**src/rtl/e2u_pkg.sv**
```systemverilog
// ----------------------------------------------------------------------------
// e2u_pkg
// Shared widths, constants and the month-start table for the epoch to date
// converter.
// ----------------------------------------------------------------------------
package e2u_pkg;

  // pipeline depth, one register stage per entry
  localparam int NUM_STAGES = 7;

  // field widths
  localparam int EPOCH_W = 40;
  localparam int DAYS_W  = 22;
  localparam int SOD_W   = 17;
  localparam int SEC_W   = 6;
  localparam int MIN_W   = 6;
  localparam int HOUR_W  = 5;
  localparam int MDAY_W  = 5;
  localparam int MON_W   = 4;
  localparam int YEAR_W  = 14;
  localparam int WDAY_W  = 3;
  localparam int YDAY_W  = 9;

  typedef logic [NUM_STAGES-1:0] stage_en_t;

  // seconds per day split as 2^7 * 675
  localparam int DAY_SHIFT  = 7;
  localparam int DAY_QUO_W  = EPOCH_W - 1 - DAY_SHIFT;
  localparam int DAY_EST_W  = 23;
  localparam int DAY_REM_W  = 10;
  localparam int DAY_ODD    = 675;
  localparam int DAY_RCP_K  = 42;
  localparam logic [32:0] DAY_RCP =
    33'(((64'd1 << DAY_RCP_K) + 64'd674) / 64'd675);

  localparam logic [DAYS_W-1:0] LAST_DAY = 22'd2932896;
  localparam logic [SOD_W-1:0]  LAST_SEC = 17'd86399;

  // hour of day
  localparam int SECS_PER_HOUR = 3600;
  localparam int HOUR_RCP_K    = 28;
  localparam logic [16:0] HOUR_RCP =
    17'(((64'd1 << HOUR_RCP_K) + 64'd3599) / 64'd3600);

  // minute of hour
  localparam int MIN_RCP_K = 20;
  localparam logic [14:0] MIN_RCP =
    15'(((64'd1 << MIN_RCP_K) + 64'd59) / 64'd60);

  // march-based year estimate, (n * 400) / 146097 folded into one product
  localparam logic [DAYS_W-1:0] MARCH_BIAS = 22'd719468;
  localparam logic [DAYS_W-1:0] YEAR_BIAS  = 22'd719470;
  localparam int YEAR_RCP_K = 40;
  localparam logic [31:0] YEAR_RCP =
    32'(((64'd400 << YEAR_RCP_K) + 64'd146096) / 64'd146097);

  // quarter-year count divided by 25 gives the century count
  localparam int CENT_RCP_K = 20;
  localparam logic [15:0] CENT_RCP =
    16'(((64'd1 << CENT_RCP_K) + 64'd24) / 64'd25);

  // month from march-based day of year: (yd + 31) * 5 / 153
  localparam int MON_RCP_K = 20;
  localparam logic [12:0] MON_RCP =
    13'(((64'd1 << MON_RCP_K) + 64'd152) / 64'd153);

  localparam logic [YDAY_W-1:0] JAN_START = 9'd306;

  // 367 * m / 12, day offset of each march-based month
  function automatic logic [8:0] month_start(input logic [MON_W-1:0] mon);
    logic [8:0] res;
    case (mon)
      4'd0:    res = 9'd0;
      4'd1:    res = 9'd30;
      4'd2:    res = 9'd61;
      4'd3:    res = 9'd91;
      4'd4:    res = 9'd122;
      4'd5:    res = 9'd152;
      4'd6:    res = 9'd183;
      4'd7:    res = 9'd214;
      4'd8:    res = 9'd244;
      4'd9:    res = 9'd275;
      4'd10:   res = 9'd305;
      4'd11:   res = 9'd336;
      4'd12:   res = 9'd367;
      4'd13:   res = 9'd397;
      4'd14:   res = 9'd428;
      4'd15:   res = 9'd458;
      default: res = 9'd0;
    endcase
    return res;
  endfunction

endpackage

```
**src/rtl/e2u_date.sv**
```systemverilog
// ----------------------------------------------------------------------------
// e2u_date
// Stages three to seven: year, month, day of month and weekday from days.
// ----------------------------------------------------------------------------
module e2u_date (
  input  logic                        clk,
  input  e2u_pkg::stage_en_t          stage_en,
  input  logic [e2u_pkg::DAYS_W-1:0]  days,
  output logic [e2u_pkg::MDAY_W-1:0]  day_of_month,
  output logic [e2u_pkg::MON_W-1:0]   month_number,
  output logic [e2u_pkg::YEAR_W-1:0]  full_year,
  output logic [e2u_pkg::WDAY_W-1:0]  weekday
);
  import e2u_pkg::*;

  // stage three
  logic [DAYS_W-1:0] year_in;
  logic [53:0]       year_prod;
  logic [23:0]       wshift;
  logic [5:0]        wsum;
  logic [YEAR_W-1:0] year_s3_r;
  logic [DAYS_W-1:0] mday_s3_r;
  logic [5:0]        wsum_s3_r;
  // stage four
  logic [YEAR_W-3:0] quarters;
  logic [27:0]       cent_prod;
  logic [3:0]        wfold;
  logic [WDAY_W-1:0] wday_nxt;
  logic [YEAR_W-1:0] year_s4_r;
  logic [DAYS_W-1:0] mday_s4_r;
  logic [6:0]        cent_s4_r;
  logic [DAYS_W-1:0] ylin_s4_r;
  logic [WDAY_W-1:0] wday_s4_r;
  // stage five
  logic [DAYS_W-1:0]  base;
  logic signed [23:0] yday_raw;
  logic signed [23:0] yday_fix;
  logic               leap;
  logic [YEAR_W-1:0]  year_fix;
  logic [YDAY_W-1:0]  yday_nxt;
  logic [YEAR_W-1:0]  year_s5_r;
  logic [YDAY_W-1:0]  yday_s5_r;
  logic [WDAY_W-1:0]  wday_s5_r;
  // stage six
  logic [11:0]        mon_arg;
  logic [24:0]        mon_prod;
  logic [YEAR_W-1:0]  year_s6_r;
  logic [YDAY_W-1:0]  yday_s6_r;
  logic [MON_W-1:0]   mon_s6_r;
  logic [WDAY_W-1:0]  wday_s6_r;
  // stage seven
  logic [9:0]         mday_full;
  logic               past_jan;
  logic [MDAY_W-1:0]  mday_s7_r;
  logic [MON_W-1:0]   mon_s7_r;
  logic [YEAR_W-1:0]  year_s7_r;
  logic [WDAY_W-1:0]  wday_s7_r;

  // year estimate from days since march 1 of 1 bc
  assign year_in   = days + YEAR_BIAS;
  assign year_prod = 54'(year_in) * 54'(YEAR_RCP);

  // weekday: 8 == 1 mod 7, so octal digits add up mod 7
  assign wshift = 24'(days) + 24'd4;

  always_comb begin
    wsum = '0;
    for (int i = 0; i < 8; i++) begin
      wsum = wsum + 6'(wshift[3*i +: 3]);
    end
  end

  always_ff @(posedge clk) begin
    if (stage_en[2]) begin
      year_s3_r <= year_prod[YEAR_RCP_K+YEAR_W-1:YEAR_RCP_K];
      mday_s3_r <= days + MARCH_BIAS;
      wsum_s3_r <= wsum;
    end
  end

  // century count and linear part of the year base
  assign quarters  = year_s3_r[YEAR_W-1:2];
  assign cent_prod = 28'(quarters) * 28'(CENT_RCP);
  assign wfold     = 4'(wsum_s3_r[5:3]) + 4'(wsum_s3_r[2:0]);

  always_comb begin
    if (wfold >= 4'd14) begin
      wday_nxt = WDAY_W'(wfold - 4'd14);
    end else if (wfold >= 4'd7) begin
      wday_nxt = WDAY_W'(wfold - 4'd7);
    end else begin
      wday_nxt = WDAY_W'(wfold);
    end
  end

  always_ff @(posedge clk) begin
    if (stage_en[3]) begin
      year_s4_r <= year_s3_r;
      mday_s4_r <= mday_s3_r;
      cent_s4_r <= cent_prod[CENT_RCP_K+6:CENT_RCP_K];
      ylin_s4_r <= DAYS_W'(year_s3_r) * DAYS_W'(365) + DAYS_W'(quarters);
      wday_s4_r <= wday_nxt;
    end
  end

  // day of the march year, stepping back when the estimate overshoots
  assign base     = ylin_s4_r - DAYS_W'(cent_s4_r) + DAYS_W'(cent_s4_r[6:2]);
  assign yday_raw = $signed({2'b00, mday_s4_r}) - $signed({2'b00, base});
  assign leap     = (year_s4_r[1:0] == 2'b00) &&
                    ((year_s4_r != YEAR_W'(cent_s4_r) * YEAR_W'(100)) ||
                     (cent_s4_r[1:0] == 2'b00));

  always_comb begin
    if (yday_raw < 0) begin
      yday_fix = yday_raw + 24'sd365 + $signed({23'd0, leap});
      year_fix = year_s4_r - YEAR_W'(1);
    end else begin
      yday_fix = yday_raw;
      year_fix = year_s4_r;
    end
    if (yday_fix < 0) begin
      yday_nxt = '0;
    end else begin
      yday_nxt = yday_fix[YDAY_W-1:0];
    end
  end

  always_ff @(posedge clk) begin
    if (stage_en[4]) begin
      year_s5_r <= year_fix;
      yday_s5_r <= yday_nxt;
      wday_s5_r <= wday_s4_r;
    end
  end

  // march-based month
  assign mon_arg  = 12'((12'(yday_s5_r) + 12'd31) * 12'd5);
  assign mon_prod = 25'(mon_arg) * 25'(MON_RCP);

  always_ff @(posedge clk) begin
    if (stage_en[5]) begin
      year_s6_r <= year_s5_r;
      yday_s6_r <= yday_s5_r;
      mon_s6_r  <= mon_prod[MON_RCP_K+MON_W-1:MON_RCP_K];
      wday_s6_r <= wday_s5_r;
    end
  end

  // back to january-based month and year
  assign mday_full = 10'(yday_s6_r) + 10'd31 - 10'(month_start(mon_s6_r));
  assign past_jan  = yday_s6_r >= JAN_START;

  always_ff @(posedge clk) begin
    if (stage_en[6]) begin
      mday_s7_r <= mday_full[MDAY_W-1:0];
      mon_s7_r  <= past_jan ? mon_s6_r - 4'd10 : mon_s6_r + 4'd2;
      year_s7_r <= past_jan ? year_s6_r + YEAR_W'(1) : year_s6_r;
      wday_s7_r <= wday_s6_r;
    end
  end

  assign day_of_month = mday_s7_r;
  assign month_number = mon_s7_r;
  assign full_year    = year_s7_r;
  assign weekday      = wday_s7_r;

endmodule

```
**config.mk**
```make
export PLATFORM = sky130hd
export DESIGN_NAME = e2u_date
export DESIGN_NICKNAME = d
export VERILOG_FILES = /design/src/rtl/e2u_pkg.sv /design/src/rtl/e2u_date.sv
export SDC_FILE = /design/constraint.sdc
export NUM_CORES = 2
export LEC_CHECK = 0
export BUFFER_PORTS_ARGS = -buffer_cell sky130_fd_sc_hd__buf_2
export CORE_ASPECT_RATIO = 1.25
export CORE_MARGIN = 3
export CORE_UTILIZATION = 40
export DETAILED_ROUTE_END_ITERATION = 8
export PLACE_DENSITY = 0.63
export SLEW_MARGIN = 10
export SYNTH_ARGS = -nofsm -noshare
export SYNTH_HDL_FRONTEND = slang
export SYNTH_SLANG_ARGS = --single-unit
```
**constraint.sdc**
```tcl
create_clock -name clk -period 22.7 [get_ports clk]
set_input_delay 4.54 -clock clk [delete_from_list [all_inputs] [get_ports clk]]
set_output_delay 4.54 -clock clk [all_outputs]
set_load 0.01 [all_outputs]
```
==> results.toml <==
[outcome]
status = "complete, no violations"

[sta]
rsz0062_at_grt = "false"
fmax_ghz = 0.0708
post_layout_minimum_cycle_time_ns = 14.13
finalCritPeriodShare = 0.622
hold_viol = 0
max_slew_margin = 0.220
slew_viol_final = 0
finalClockSkew_ns = 0.00979
max_slew.worst_pin.slew_ns = 1.16
finalSetupViolCount = 0
fin_tns_setup_ns = 0

[global_routing]
global_route.overflow_total = 0
largest_net_degree_at_the_start_of_global_routing = 69
grt_pass1_wl_microns = 114000
antenna_found_initial = 10
first_global_vias = 21863
grtUsageTotal = 0.180

[placement]
post-dp-hpwl_microns = 60700
place.gp.congestion = 0.913
io_buffer_count = 53
post_dp_cell_area_sq_mm = 0.0326

[worst_setup_path]
worst-path-buf-inv = 9
biggest_fanout_along_the_worst_timing_path = 9
path_common_cell = "sky130_fd_sc_hd__inv_1"
cpMaxStageDelayCell = "sky130_fd_sc_hd__fa_1"
worst_setup_path_end_kind = "flop"
r2r_cells = 38
cp_data_arrival_time_ns = 14.33
slowest_delay_ns = 0.71
critPathLaunch = "days[2]"
cpLargestDelayFamily = "adder cells"
reg2reg_slack_ns = 13.55
rr_startpoint = "yday_s5_r[0]$_SDFFCE_PP0P_"
cp.required_ns = 22.90
critPathKind = "input port to flop"
cp-start-kind = "input port"

[yosys]
combinational_family_with_the_most_area_after_synthesis = "adder cells"
synth_simple_gate_area_share = 0.0741
synthDistinctLibCells = 83
synth-edff-count = 192
yosys.area_share.adder = 0.505
synth-seq-area-share = 0.189
post_synth_mux_area_share = 0.00375
synth.cell_area_sq_mm = 0.0311
postSynth.asyncResetShare = 0
synth-compound-area-share = 0.0778
ys.flop_type = "sky130_fd_sc_hd__edfxtp_1"
synthXorXnorAreaFrac = 0.0564
yosysWarnings = 0
postSynthCellCount = 3007
mappedNetlistNets = 4038
ys_seq_elements = 197
avgSynthCellArea_sq_um = 10.3

[routing]
wl_per_cell_microns = 16.8
number_of_vias_per_cell_after_detailed_routing = 4.95
via_count = 20336
detailedRoute.firstIterationViolations = 808
detail_route.first_pass.iterations = 5
number_of_nets_with_antenna_violations_after_detailed_routing = 0
totalWireLength_microns = 69000
post-route-drc-count = 0

[floorplan]
floorplan.die_area_sq_mm = 0.0811
initial_standard_cell_utilization_of_the_core = 0.406
num_io_pins = 56
fp.dieW_microns = 255
core_sq_mm = 0.0765
fp.dieH_microns = 318
core.rowCount = 113

[finish]
multiInputGateArea_sq_mm = 0.0223
nFillCells = 7339
layout-area-overhead-vs-synth_pct = 6.99
finish.instance_area_sq_mm = 0.0332
sequential_cell_area_sq_mm = 0.00587
layout-drive-gt1-share = 0.0426
nNetsFinal = 4090

[clock_network]
cts-resized-gates = 0
cts_buffer_depth = 2
clock_latency_ns = 0.46
cts_made_buffers = 17
cts_max_level = 4
cts_hold_repair.buffers = 0
clkTransAtPathRegs_ns = 0.08
tritoncts = "done"
postCtsSetupBuffers = 0
clockRootBuffer = "sky130_fd_sc_hd__clkbuf_16"
cts_num_sinks = 197

[worst_hold_path]
holdCritPathClass = "flop to flop"
min_delay_worst_endpoint = "year_s6_r[10]$_DFFE_PP_"
holdCritStartpoint = "year_s5_r[10]$_DFFE_PP_"
min_path_cells = 0

[job]
maxCapViolations = 0
-- metal layers --
metal  track usage  vias to the layer above  wire length [microns]
li1              -                     9941                      -
met1         0.201                     9944                  26700
met2         0.339                      302                  37100
met3        0.0224                      139                   2010
met4        0.0763                       10                   3110
met5             0                        -                     68
-- cell usage after synthesis, drive strengths merged, types with 7 or more instances --
master   count  area (sq um)
o2111ai     12           105
or2         12          75.1
edfxtp     192          5770
a21oi       99           495
a21boi       8          60.1
o21a        25           190
nor2        89           334
and2        11          68.8
and3        18           113
nand2b      29           181
nand3       41           205
buf          8          41.3
or3         13          91.3
inv        741          2780
xor2        66           597
o21ai       80           412
nand4       25           156
xnor2      132          1160
a21o        43           323
o211ai       7          52.6
o21bai      16           120
a31oi       11          75.1
clkbuf      24          90.1
nor3        50           255
ha         578          7230
fa         423          8470
nand2      124           468
nor4        17           113
nor2b       16           100
-- worst max-delay path by stage --
stage,endpoint,slack [ns],cells after the start
after detailed placement,year_s3_r[13]$_DFFE_PP_,8.18,32
after global placement,year_s3_r[13]$_DFFE_PP_,8.22,32
final,year_s3_r[13]$_DFFE_PP_,8.57,32
after CTS,year_s3_r[13]$_DFFE_PP_,8.66,32
after floorplan,year_s3_r[7]$_DFFE_PP_,9.94,32
after global routing,year_s3_r[13]$_DFFE_PP_,8.04,32
-- metrics by stage --
step	std cells	setup slack, ns	utilization	hold slack (ns)
floorplan	3007	9.94	-	0.400
global placement	4075	8.22	0.426	0.402
detailed placement	4075	8.18	0.426	0.405
CTS	4107	8.66	0.434	0.411
global route	4107	8.04	0.434	0.417
finish	4112	8.57	0.435	0.415
-- cells in the final DEF, fill, tap and decap left out, types with 65 or more instances in the layout --
master                     count
sky130_fd_sc_hd__inv_1       740
sky130_fd_sc_hd__ha_1        578
sky130_fd_sc_hd__fa_1        423
sky130_fd_sc_hd__edfxtp_1    192
sky130_fd_sc_hd__xnor2_1     132
sky130_fd_sc_hd__nand2_1     123
sky130_fd_sc_hd__a21oi_1      99
sky130_fd_sc_hd__nor2_1       89
sky130_fd_sc_hd__o21ai_0      76
sky130_fd_sc_hd__xor2_1       65
-- sequential cells by signal, summed over array words and instances (netlist names), 9 cells and up, named ones only --
register,flops
mday_s3_r,22
yday_s6_r,9
year_s6_r,14
year_s5_r,14
year_s3_r,14
year_s4_r,14
full_year,14
yday_s5_r,9
mday_s4_r,22
ylin_s4_r,22
-- final cells by class --
type	count	share of cell area
flip-flops and latches	197	0.176
well taps	1035	0.0390
clock buffers	17	0.0128
repair buffers	65	0.0107
inverters	742	0.0838
multi-input cells	2036	0.670
clock inverters	15	0.00651
diodes	5	0.000376
-- logic make-up after synthesis --
family,count (synthesis)
adders and majority gates,1001
buffers and inverters,774
and+or+nand+nor,462
AOI/OAI and AO/OA,365
xor gates and xnor gates,198
DFF,197
muxes,10
Power is not shown: default switching activity piles up to over one toggle a cycle in this logic, so the estimate is an artifact.
