[src/rtl/e2u_pkg.sv]
// ----------------------------------------------------------------------------
// e2u_pkg
// Shared widths, constants and the month-start table for the epoch to date
// converter.
// ----------------------------------------------------------------------------
package e2u_pkg;

  // pipeline depth, one register stage per entry
  localparam int NUM_STAGES = 7;

  // field widths
  localparam int EPOCH_W = 40;
  localparam int DAYS_W  = 22;
  localparam int SOD_W   = 17;
  localparam int SEC_W   = 6;
  localparam int MIN_W   = 6;
  localparam int HOUR_W  = 5;
  localparam int MDAY_W  = 5;
  localparam int MON_W   = 4;
  localparam int YEAR_W  = 14;
  localparam int WDAY_W  = 3;
  localparam int YDAY_W  = 9;

  typedef logic [NUM_STAGES-1:0] stage_en_t;

  // seconds per day split as 2^7 * 675
  localparam int DAY_SHIFT  = 7;
  localparam int DAY_QUO_W  = EPOCH_W - 1 - DAY_SHIFT;
  localparam int DAY_EST_W  = 23;
  localparam int DAY_REM_W  = 10;
  localparam int DAY_ODD    = 675;
  localparam int DAY_RCP_K  = 42;
  localparam logic [32:0] DAY_RCP =
    33'(((64'd1 << DAY_RCP_K) + 64'd674) / 64'd675);

  localparam logic [DAYS_W-1:0] LAST_DAY = 22'd2932896;
  localparam logic [SOD_W-1:0]  LAST_SEC = 17'd86399;

  // hour of day
  localparam int SECS_PER_HOUR = 3600;
  localparam int HOUR_RCP_K    = 28;
  localparam logic [16:0] HOUR_RCP =
    17'(((64'd1 << HOUR_RCP_K) + 64'd3599) / 64'd3600);

  // minute of hour
  localparam int MIN_RCP_K = 20;
  localparam logic [14:0] MIN_RCP =
    15'(((64'd1 << MIN_RCP_K) + 64'd59) / 64'd60);

  // march-based year estimate, (n * 400) / 146097 folded into one product
  localparam logic [DAYS_W-1:0] MARCH_BIAS = 22'd719468;
  localparam logic [DAYS_W-1:0] YEAR_BIAS  = 22'd719470;
  localparam int YEAR_RCP_K = 40;
  localparam logic [31:0] YEAR_RCP =
    32'(((64'd400 << YEAR_RCP_K) + 64'd146096) / 64'd146097);

  // quarter-year count divided by 25 gives the century count
  localparam int CENT_RCP_K = 20;
  localparam logic [15:0] CENT_RCP =
    16'(((64'd1 << CENT_RCP_K) + 64'd24) / 64'd25);

  // month from march-based day of year: (yd + 31) * 5 / 153
  localparam int MON_RCP_K = 20;
  localparam logic [12:0] MON_RCP =
    13'(((64'd1 << MON_RCP_K) + 64'd152) / 64'd153);

  localparam logic [YDAY_W-1:0] JAN_START = 9'd306;

  // 367 * m / 12, day offset of each march-based month
  function automatic logic [8:0] month_start(input logic [MON_W-1:0] mon);
    logic [8:0] res;
    case (mon)
      4'd0:    res = 9'd0;
      4'd1:    res = 9'd30;
      4'd2:    res = 9'd61;
      4'd3:    res = 9'd91;
      4'd4:    res = 9'd122;
      4'd5:    res = 9'd152;
      4'd6:    res = 9'd183;
      4'd7:    res = 9'd214;
      4'd8:    res = 9'd244;
      4'd9:    res = 9'd275;
      4'd10:   res = 9'd305;
      4'd11:   res = 9'd336;
      4'd12:   res = 9'd367;
      4'd13:   res = 9'd397;
      4'd14:   res = 9'd428;
      4'd15:   res = 9'd458;
      default: res = 9'd0;
    endcase
    return res;
  endfunction

endpackage

[src/rtl/e2u_clock.sv]
// ----------------------------------------------------------------------------
// e2u_clock
// Stages three to seven: hour, minute and second from the second of day.
// ----------------------------------------------------------------------------
module e2u_clock (
  input  logic                        clk,
  input  e2u_pkg::stage_en_t          stage_en,
  input  logic [e2u_pkg::SOD_W-1:0]   sec_of_day,
  output logic [e2u_pkg::SEC_W-1:0]   second_of_minute,
  output logic [e2u_pkg::MIN_W-1:0]   minute_of_hour,
  output logic [e2u_pkg::HOUR_W-1:0]  hour_of_day
);
  import e2u_pkg::*;

  logic [33:0]       hour_prod;
  logic [SOD_W-1:0]  sod_s3_r;
  logic [HOUR_W-1:0] hour_s3_r, hour_s4_r, hour_s5_r, hour_s6_r, hour_s7_r;
  logic [SOD_W-1:0]  remh_full;
  logic [11:0]       remh_s4_r, remh_s5_r;
  logic [26:0]       min_prod;
  logic [MIN_W-1:0]  min_s5_r, min_s6_r, min_s7_r;
  logic [11:0]       sec_full;
  logic [SEC_W-1:0]  sec_s6_r, sec_s7_r;

  assign hour_prod = 34'(sec_of_day) * 34'(HOUR_RCP);

  always_ff @(posedge clk) begin
    if (stage_en[2]) begin
      sod_s3_r  <= sec_of_day;
      hour_s3_r <= hour_prod[HOUR_RCP_K+HOUR_W-1:HOUR_RCP_K];
    end
  end

  // seconds left within the hour
  assign remh_full = sod_s3_r - SOD_W'(hour_s3_r) * SOD_W'(SECS_PER_HOUR);

  always_ff @(posedge clk) begin
    if (stage_en[3]) begin
      remh_s4_r <= remh_full[11:0];
      hour_s4_r <= hour_s3_r;
    end
  end

  assign min_prod = 27'(remh_s4_r) * 27'(MIN_RCP);

  always_ff @(posedge clk) begin
    if (stage_en[4]) begin
      remh_s5_r <= remh_s4_r;
      min_s5_r  <= min_prod[MIN_RCP_K+MIN_W-1:MIN_RCP_K];
      hour_s5_r <= hour_s4_r;
    end
  end

  assign sec_full = remh_s5_r - 12'(min_s5_r) * 12'd60;

  always_ff @(posedge clk) begin
    if (stage_en[5]) begin
      sec_s6_r  <= sec_full[SEC_W-1:0];
      min_s6_r  <= min_s5_r;
      hour_s6_r <= hour_s5_r;
    end
  end

  always_ff @(posedge clk) begin
    if (stage_en[6]) begin
      sec_s7_r  <= sec_s6_r;
      min_s7_r  <= min_s6_r;
      hour_s7_r <= hour_s6_r;
    end
  end

  assign second_of_minute = sec_s7_r;
  assign minute_of_hour   = min_s7_r;
  assign hour_of_day      = hour_s7_r;

endmodule

[config.mk]
export PLATFORM = sky130hd
export DESIGN_NAME = e2u_clock
export DESIGN_NICKNAME = d
export VERILOG_FILES = /design/src/rtl/e2u_pkg.sv /design/src/rtl/e2u_clock.sv
export SDC_FILE = /design/constraint.sdc
export NUM_CORES = 1
export LEC_CHECK = 0
export BUFFER_PORTS_ARGS = -buffer_cell sky130_fd_sc_hd__buf_2
export CORE_MARGIN = 1
export CORE_UTILIZATION = 60
export DETAILED_ROUTE_END_ITERATION = 10
export PLACE_DENSITY_LB_ADDON = 0.25
export RECOVER_POWER = 50
export REMOVE_ABC_BUFFERS = 1
export SLEW_MARGIN = 10
export SYNTH_ARGS = -nofsm -noshare
export SYNTH_HDL_FRONTEND = slang
export SYNTH_SLANG_ARGS = --single-unit
export TNS_END_PERCENT = 50
[constraint.sdc]
create_clock -name clk -period 6.23 [get_ports clk]
set_input_delay 0.623 -clock clk [delete_from_list [all_inputs] [get_ports clk]]
set_output_delay 0.623 -clock clk [all_outputs]
set_load 0.02 [all_outputs]
==> results of run 1 <==
[registers in the layout, indices dropped and copies added (netlist names)]
register	flops
hour_of_day	5
hour_s3_r	5
hour_s4_r	5
hour_s5_r	5
hour_s6_r	5
min_s5_r	6
min_s6_r	6
minute_of_hour	6
remh_s4_r	12
remh_s5_r	6
sec_s6_r	6
second_of_minute	6
sod_s3_r	12
[cell families (layout without fill, tap and decap cells)]
kind of cell | Yosys count | count (layout) | share of synthesized area, %
adders and majority gates | 291 | 291 | 51.27
xor gates and xnor gates | 30 | 30 | 3.210
DFF | 85 | 85 | 31.18
AOI/OAI and AO/OA | 58 | 58 | 4.555
and+or+nand+nor | 37 | 37 | 2.354
buffers and inverters | 162 | 217 | 7.429
[per-layer routing]
layer | wire, um | share of wire (%) | up-vias
met3 | 451 | 3.2 | 30
met1 | 5718 | 41 | 2346
li1 | - | - | 2344
met5 | 0 | 0 | -
met4 | 391 | 2.8 | 0
met2 | 7506 | 53 | 94
[layout make-up]
| type | count | area, sq um |
|---|---|---|
| fill | 984 | 4414 |
| clock inverter | 6 | 68.82 |
| inverter | 162 | 608.1 |
| sequential | 85 | 2552 |
| timing repair buffer | 39 | 177.7 |
| clock buffer | 10 | 229.0 |
| multi-input combinational | 416 | 5025 |
| tap | 176 | 220.2 |
[worst max-delay path, cell delays in order]
cell and delay (ps):
sky130_fd_sc_hd__clkbuf_1 410, sky130_fd_sc_hd__ha_1 340, sky130_fd_sc_hd__ha_1 220, sky130_fd_sc_hd__fa_1 540
sky130_fd_sc_hd__inv_1 50, sky130_fd_sc_hd__fa_1 480, sky130_fd_sc_hd__inv_1 60, sky130_fd_sc_hd__fa_1 540
sky130_fd_sc_hd__inv_1 60, sky130_fd_sc_hd__fa_1 530, sky130_fd_sc_hd__inv_1 40, sky130_fd_sc_hd__ha_1 300
sky130_fd_sc_hd__a21oi_1 140, sky130_fd_sc_hd__o21ai_0 160, sky130_fd_sc_hd__a22oi_1 190, sky130_fd_sc_hd__nand3_1 190
sky130_fd_sc_hd__a221o_1 410, sky130_fd_sc_hd__a21oi_1 190, sky130_fd_sc_hd__xnor2_1 90
[cell usage in the layout (no fill, tap or decap), types with 3 or more instances in the layout]
cell	n
sky130_fd_sc_hd__a21oi_1	21
sky130_fd_sc_hd__edfxtp_1	85
sky130_fd_sc_hd__nand3_1	4
sky130_fd_sc_hd__nor2_1	4
sky130_fd_sc_hd__clkbuf_16	9
sky130_fd_sc_hd__nand4_1	6
sky130_fd_sc_hd__ha_1	217
sky130_fd_sc_hd__fa_1	74
sky130_fd_sc_hd__nand2b_1	3
sky130_fd_sc_hd__a21o_1	6
sky130_fd_sc_hd__a211oi_1	3
sky130_fd_sc_hd__a31oi_1	4
sky130_fd_sc_hd__xor2_1	9
sky130_fd_sc_hd__o21ai_0	8
sky130_fd_sc_hd__inv_1	162
sky130_fd_sc_hd__xnor2_1	21
sky130_fd_sc_hd__buf_2	25
sky130_fd_sc_hd__clkbuf_1	15
sky130_fd_sc_hd__nand2_1	11
[power by group through the flow]
| stage | clock (mW) | sequential [mW] | combinational [mW] |
|---|---|---|---|
| finish | 0.528 | 0.951 | 2.96 |
| global route | 0.560 | 0.966 | 3.42 |
| CTS | 0.536 | 0.953 | 3.00 |
| detailed placement | 0 | 0.963 | 2.95 |
| global placement | 0 | 0.960 | 2.75 |
| floorplan | 0 | 0.951 | 2.22 |
[worst max-delay path by stage]
stage	start	end	depth (start not counted)
2_1_floorplan	sec_of_day[9]	hour_s3_r[4]	16
3_3_place_gp	sec_of_day[9]	hour_s3_r[4]	19
3_5_place_dp	sec_of_day[5]	hour_s3_r[4]	19
4_1_cts	sec_of_day[5]	hour_s3_r[4]	19
5_1_grt	sec_of_day[5]	hour_s3_r[4]	19
6_report	sec_of_day[5]	hour_s3_r[4]	19
[metrics by stage]
stage / cell area, sq um / worst slack, ps
finish: 8881 / 772.0
global route: 8881 / 465.1
CTS: 8899 / 958.7
detailed placement: 8601 / 587.7
global placement: 8601 / 690.4
floorplan: 8185 / 1254
==> impl_table.tex, run 1 <==
\begin{tabular}{lr}
\hline
Metric & Value \\
\hline
\multicolumn{2}{l}{\textbf{Yosys}} \\
\quad Asr flop ratio synth & 0\% \\
\quad Yosys top cell by area & sky130\_fd\_sc\_hd\_\_ha\_1 \\
\quad Number of different library cells in the post-synthesis netlist & 36 \\
\quad Largest cells by area after synthesis & sky130\_fd\_sc\_hd\_\_ha\_1 33\%, sky130\_fd\_sc\_hd\_\_edfxtp\_1 31\%, sky130\_fd\_sc\_hd\_\_fa\_1 18\% \\
\quad Top\_reg\_cell synth & sky130\_fd\_sc\_hd\_\_edfxtp\_1 \\
\quad Number of enable-type register cells in the synthesized netlist & 85 \\
\quad Post-Synthesis Cell Area & 8185 sq um \\
\quad Mapped Avg Cell Area & $\sim$12 sq um \\
\quad Yosys synthesis warning count & 0 \\
\quad Area share of the largest cell type after synthesis & $\sim$33\% \\
\quad Most frequent cells after synthesis & 217 x sky130\_fd\_sc\_hd\_\_ha\_1, 162 x sky130\_fd\_sc\_hd\_\_inv\_1, 85 x sky130\_fd\_sc\_hd\_\_edfxtp\_1, 74 x sky130\_fd\_sc\_hd\_\_fa\_1 \\
\quad Register bit total from synthesis & 85 \\
\quad Top-count cell post-synth & sky130\_fd\_sc\_hd\_\_ha\_1 \\
\quad Sequential share of the synthesized area & between 30\% and 40\% \\
\quad Count of mapped cells out of synthesis & 663 \\
\multicolumn{2}{l}{\textbf{Route}} \\
\quad Post-route ant nets & 0 \\
\quad Vias per Instance & about 5.4 \\
\quad Total number of vias & 4814 \\
\quad Number of remaining DRC errors & 0 \\
\quad Count of routing violations after the opening detailed-route iteration & approximately 170 \\
\quad Average wire length per cell after detail routing & 15.73 um \\
\quad Total detailed-routing wirelength & 14070 um \\
\quad First drt pass iteration count & 4 \\
\multicolumn{2}{l}{\textbf{Power}} \\
\quad Sequential group share of total power & 21.4\% \\
\quad Internal portion of total power & between 2 and 3 mW \\
\quad Leak pwr & between 4 and 5 nW \\
\quad Switching power & 1.933 mW \\
\quad Clock share of power & 11.9\% \\
\quad Combinational share of power & 66.7\% \\
\quad P per Cell Area & 500.2 nW/um\^{}2 \\
\quad Switching part of the total & a little over two fifths \\
\quad PnR Total Power & 4.443 mW \\
\quad Worst VDD drop & approximately 0.29 mV \\
\multicolumn{2}{l}{\textbf{Placement}} \\
\quad Dpl cells & 878 \\
\quad HPWL after detailed placement & 11570 um \\
\quad Placer's final routability congestion estimate & slightly below 0.9 \\
\quad Quantity of I/O buffers inserted on ports & 39 \\
\multicolumn{2}{l}{\textbf{Clock network}} \\
\quad Cts hold-fix bufs & 0 \\
\quad Clock-pin transition on the worst setup and hold timing paths & 60 ps \\
\quad Clock tree from TritonCTS & built \\
\quad CTS sink cnt & 85 \\
\quad Level count of the clock H-tree & 3 \\
\quad Clock network latency to the later pin of the worst-skew pair & around 340 ps \\
\quad Post-CTS setup buffers & 0 \\
\quad Clock tree root driver cell & sky130\_fd\_sc\_hd\_\_clkbuf\_16 \\
\quad Number of resized instances in the post-cts repair step & 0 \\
\quad Num CTS Buffers & 9 \\
\quad Clock Path Buffers & 2 \\
\multicolumn{2}{l}{\textbf{Floorplan}} \\
\quad Core Footprint & 13300 sq um \\
\quad Initial cell density of the core & approximately 62\% \\
\quad Floorplan die area & roughly 14000 sq um \\
\quad Row count & 42 \\
\quad Count of pins on the block boundary & 42 \\
\quad Die X-Extent & 118.8 um \\
\quad Vertical extent of the die & around 120 um \\
\multicolumn{2}{l}{\textbf{GRT}} \\
\quad Initial antenna violation count & 0 \\
\quad Number of global-route vias before repair & approximately 5300 \\
\quad Overflow after GRT & 0 \\
\quad Met3 usage in global routing & under 10\% \\
\quad GR Util All Layers & between 20\% and 30\% \\
\quad Gr busiest metal & met2 \\
\quad Met2 capacity usage during global routing & between 40\% and 50\% \\
\quad Global routing usage on met1 & 24.25\% \\
\quad First-pass GRT wire length & $\sim$24000 um \\
\quad Maximum number of pins on one net before global-route repair & 18 \\
\multicolumn{2}{l}{\textbf{STA}} \\
\quad Count of final setup violators & 0 \\
\quad Actual slew at the worst max-slew pin & 868.5 ps \\
\quad Hold slack final & 417.9 ps \\
\quad Endpoints failing hold & 0 \\
\quad Minimum period implied by the final worst setup slack & 5458 ps \\
\quad Setup TNS & 0 ps \\
\quad Post-route fraction of the period consumed by the critical path & approximately 88\% \\
\quad Worst clock skew & 6.809 ps \\
\quad Achievable Freq & 183.2 MHz \\
\quad Unrepaired setup endpoints after global routing & false \\
\quad Pins Over Slew Limit & 0 \\
\quad Relative max-transition margin & 42.10\% \\
\multicolumn{2}{l}{\textbf{Worst setup path}} \\
\quad Startpoint types & input port \\
\quad Critical path data required time & 6320 ps \\
\quad Endpoint of the worst register-to-register path & min\_s5\_r[5] \\
\quad Worst EP arrival & $\sim$5600 ps \\
\quad FF-to-FF setup slack & 2180 ps \\
\quad Critical register-to-register path startpoint & remh\_s4\_r[3] \\
\quad Crit Path Category & in -> reg \\
\quad Worst Setup End Kind & flop \\
\quad Worst-path maximum fanout & 8 \\
\quad Worst reg-to-reg path cell count & 15 \\
\multicolumn{2}{l}{\textbf{Run status}} \\
\quad Result of the run & finished clean \\
\multicolumn{2}{l}{\textbf{Layout}} \\
\quad Number of nets at the end of the flow & 1029 \\
\quad Ratio of cells with drive above 1 in the final layout & 6.685\% \\
\quad Antenna diode count & 0 \\
\quad Core Util, Final & 66.80\% \\
\quad Finished Layout Cells & 894 \\
\quad Post-synthesis to final-layout area growth & 8.499\% \\
\multicolumn{2}{l}{\textbf{Min path}} \\
\quad Hold\_sp & hour\_s5\_r[0] \\
\quad Worst Hold Path Cells & 0 \\
\quad Sink of the worst hold path & hour\_s6\_r[0] \\
\quad Hold crit path type & reg -> reg \\
\multicolumn{2}{l}{\textbf{Job}} \\
\quad Count of max-cap constraint violations & 0 \\
\hline
\end{tabular}
Power figures use the tool's default switching activity.
==> run 2, diff against run 1 <==
--- a/config.mk
+++ b/config.mk
@@ -6,8 +6,11 @@
 export NUM_CORES = 1
 export LEC_CHECK = 0
 export BUFFER_PORTS_ARGS = -buffer_cell sky130_fd_sc_hd__buf_2
+export CAP_MARGIN = 25
+export CELL_PAD_IN_SITES_DETAIL_PLACEMENT = 2
+export CELL_PAD_IN_SITES_GLOBAL_PLACEMENT = 2
 export CORE_MARGIN = 1
-export CORE_UTILIZATION = 60
+export CORE_UTILIZATION = 44
 export DETAILED_ROUTE_END_ITERATION = 10
 export PLACE_DENSITY_LB_ADDON = 0.25
 export RECOVER_POWER = 50
==> impl_table.tex, run 2 (synthesis gave the netlist of run 1 again) <==
\begin{tabular}{lr}
\hline
Metric & Value \\
\hline
\multicolumn{2}{l}{\textbf{Run status}} \\
\quad Result of the run & finished, violations left \\
\quad Violated checks & DRC \\
\multicolumn{2}{l}{\textbf{GRT}} \\
\quad First-pass GRT wire length & 36650 um (+54\%) \\
\quad Number of global-route vias before repair & 6344 (+19\%) \\
\quad Maximum number of pins on one net before global-route repair & 18 (unchanged) \\
\quad Overflow after GRT & 0 (unchanged) \\
\quad GR Util All Layers & 25.83\% (+3.7 points) \\
\quad Initial antenna violation count & 0 (unchanged) \\
\multicolumn{2}{l}{\textbf{Clock network}} \\
\quad Clock network latency to the later pin of the worst-skew pair & 340 ps (about the same) \\
\quad Number of resized instances in the post-cts repair step & 0 (unchanged) \\
\quad CTS sink cnt & 85 (unchanged) \\
\quad Cts hold-fix bufs & 0 (unchanged) \\
\quad Clock-pin transition on the worst setup and hold timing paths & 70 ps (about the same) \\
\quad Level count of the clock H-tree & 3 (unchanged) \\
\quad Post-CTS setup buffers & 0 (unchanged) \\
\quad Clock Path Buffers & 2 (unchanged) \\
\quad Clock tree root driver cell & sky130\_fd\_sc\_hd\_\_clkbuf\_16 \\
\quad Num CTS Buffers & 9 (unchanged) \\
\quad Clock tree from TritonCTS & built \\
\multicolumn{2}{l}{\textbf{STA}} \\
\quad Hold slack final & 423.4 ps (+5.571 ps) \\
\quad Relative max-transition margin & 37.29\% (-4.8 points) \\
\quad Unrepaired setup endpoints after global routing & false \\
\quad Worst clock skew & 10.64 ps (+3.835 ps) \\
\quad Worst path setup slack after routing & 396.8 ps (-375.2 ps) \\
\quad Endpoints failing hold & 0 (unchanged) \\
\quad Count of final setup violators & 0 (unchanged) \\
\quad Pins Over Slew Limit & 0 (unchanged) \\
\quad Setup TNS & 0 ps (unchanged) \\
\quad Achievable Freq & 171.4 MHz (-6.4\%) \\
\quad Post-route fraction of the period consumed by the critical path & 93.63\% (+6.0 points) \\
\quad Actual slew at the worst max-slew pin & 940.7 ps (+72.20 ps) \\
\quad Minimum period implied by the final worst setup slack & 5833 ps (+375.2 ps) \\
\multicolumn{2}{l}{\textbf{Floorplan}} \\
\quad Floorplan die area & 19150 sq um (+36\%) \\
\quad Count of pins on the block boundary & 42 (unchanged) \\
\quad Vertical extent of the die & 138.4 um (+16\%) \\
\quad Core Footprint & 18090 sq um (+36\%) \\
\quad Die X-Extent & 138.4 um (+16\%) \\
\quad Row count & 49 (+17\%) \\
\quad Initial cell density of the core & 45.26\% (-16 points) \\
\multicolumn{2}{l}{\textbf{Route}} \\
\quad Average wire length per cell after detail routing & 24.22 um (+54\%) \\
\quad First drt pass iteration count & 7 (+3) \\
\quad Count of routing violations after the opening detailed-route iteration & 181 (+9.0\%) \\
\quad Post-route ant nets & 0 (unchanged) \\
\quad Vias per Instance & 5.420 (+0.66\%) \\
\quad Number of remaining DRC errors & 10 (+10) \\
\quad Total number of vias & 5133 (+6.6\%) \\
\quad Total detailed-routing wirelength & 22940 um (+63\%) \\
\multicolumn{2}{l}{\textbf{Layout}} \\
\quad Fill count & 1776 (+80\%) \\
\quad Number of nets at the end of the flow & 1030 (+0.097\%) \\
\quad Finished Layout Cells & 947 (+5.9\%) \\
\quad Core Util, Final & 49.46\% (-17 points) \\
\quad Antenna diode count & 0 (unchanged) \\
\quad Ratio of cells with drive above 1 in the final layout & 6.685\% (unchanged) \\
\quad Leading registers by flop count & remh\_s4\_r x12, sod\_s3\_r x12 \\
\quad Highest-count cells in the layout ignoring fill and taps & 217 x sky130\_fd\_sc\_hd\_\_ha\_1, 162 x sky130\_fd\_sc\_hd\_\_inv\_1, 85 x sky130\_fd\_sc\_hd\_\_edfxtp\_1, 74 x sky130\_fd\_sc\_hd\_\_fa\_1, 25 x sky130\_fd\_sc\_hd\_\_buf\_2 \\
\quad Post-Layout Inst Area & 8946 sq um (+0.73\%) \\
\quad Most common cell after layout, fill and taps aside & sky130\_fd\_sc\_hd\_\_ha\_1 \\
\quad Post-synthesis to final-layout area growth & 9.294\% \\
\multicolumn{2}{l}{\textbf{Placement}} \\
\quad Pre-CTS WS & 261.6 ps (-326.1 ps) \\
\quad Placer's final routability congestion estimate & 0.7749 (-11\%) \\
\quad Dpl cells & 932 (+6.2\%) \\
\quad Area of placed instances & 8675 sq um (+0.86\%) \\
\quad Quantity of I/O buffers inserted on ports & 39 (unchanged) \\
\quad HPWL after detailed placement & 18760 um (+62\%) \\
\multicolumn{2}{l}{\textbf{Power}} \\
\quad Combinational share of power & 69.1\% (+2.4 points) \\
\quad Clock share of power & 11.0\% (-0.9 points) \\
\quad Worst VDD drop & 0.2623 mV (-8.1\%) \\
\quad Switching part of the total & 47.40\% (+3.9 points) \\
\quad Sequential group share of total power & 19.9\% (-1.5 points) \\
\quad PnR Total Power & 4.895 mW (+10\%) \\
\quad Switching power & 2.320 mW (+20\%) \\
\quad Internal portion of total power & 2.575 mW (+2.6\%) \\
\quad P per Cell Area & 547.1 nW/um\^{}2 (+9.4\%) \\
\quad Leak pwr & 4.509 nW (about the same) \\
\multicolumn{2}{l}{\textbf{Worst setup path}} \\
\quad Worst EP arrival & 5930 ps (+380 ps) \\
\quad Worst-path maximum fanout & 8 (unchanged) \\
\quad Startpoint types & input port \\
\quad Crit Path Category & in -> reg \\
\quad FF-to-FF setup slack & 2000 ps (-180 ps) \\
\quad Max stage delay on crit path & 590 ps (+50 ps) \\
\quad Endpoint of the worst register-to-register path & min\_s5\_r[5] \\
\quad Critical register-to-register path startpoint & remh\_s4\_r[5] \\
\quad Cell-by-cell listing of the critical path & clkbuf\_1, ha\_1, ha\_1, inv\_1, fa\_1, inv\_1, fa\_1, fa\_1, inv\_1, fa\_1, inv\_1, ha\_1, nand2\_1, nor4\_1, buf\_4, o211ai\_1, nand3\_1, a221o\_1, a21oi\_1, xnor2\_1 \\
\quad Crit path max-delay cell type & sky130\_fd\_sc\_hd\_\_clkbuf\_1 \\
\quad Critical path data required time & 6330 ps (about the same) \\
\quad Worst reg-to-reg path cell count & 15 (unchanged) \\
\quad Worst Setup End Kind & flop \\
\multicolumn{2}{l}{\textbf{Job}} \\
\quad Count of max-cap constraint violations & 0 (unchanged) \\
\multicolumn{2}{l}{\textbf{Min path}} \\
\quad Sink of the worst hold path & second\_of\_minute[4] \\
\quad Hold\_sp & sec\_s6\_r[4] \\
\quad Worst Hold Path Cells & 0 (unchanged) \\
\quad Hold crit path type & reg -> reg \\
\hline
\end{tabular}
[run 2: cell types whose count changed in the layout (fill, tap and decap cells not counted), sizes merged]
cell      previous run  this run
buf                 25        26
clkinv               2         3
inv                165       163
clkinvlp             0         1
clkbuf              24        23
[run 2: layer usage]
layer	global-route usage (%)	wire length [um]
met5	0	0
met4	7.510	495
met3	2.806	566
met2	51.62	12910
met1	28.35	8967
[run 2: how the worst max path moves through the flow]
| stage | start | to | slack [ps] | cells past startpoint |
|---|---|---|---|---|
| global placement | sec_of_day[8] | hour_s3_r[4] | 540 | 20 |
| floorplan | sec_of_day[9] | hour_s3_r[4] | 1250 | 16 |
| detailed placement | sec_of_day[2] | hour_s3_r[4] | 260 | 19 |
| CTS | sec_of_day[2] | hour_s3_r[4] | 640 | 19 |
| global route | sec_of_day[9] | hour_s3_r[4] | 220 | 20 |
| finish | sec_of_day[8] | hour_s3_r[4] | 400 | 20 |
[run 2: worst max-delay path, delay by kind of cell]
family	cells	cell delay, ps
compound gates	3	760
xor+xnor	1	90
fa+ha+maj	7	3090
buf+inv	6	990
simple gates	3	370
[run 2: area by class of cell]
type	instances	area (sq um)	area share (%)
multi-input combinational	416	5025	56.17
sequential	85	2552	28.53
inverter	162	608.1	6.797
tap	229	286.5	3.203
clock buffer	9	225.2	2.517
timing repair buffer	40	185.2	2.070
clock inverter	6	63.81	0.7133
[run 2: power groups by stage]
stage,clock network (mW),registers [mW],logic [mW]
2_1_floorplan,0,0.951,2.22
3_3_place_gp,0,0.968,2.86
3_5_place_dp,0,0.988,3.30
4_1_cts,0.548,0.979,3.44
5_1_grt,0.568,0.986,3.82
6_report,0.539,0.976,3.38
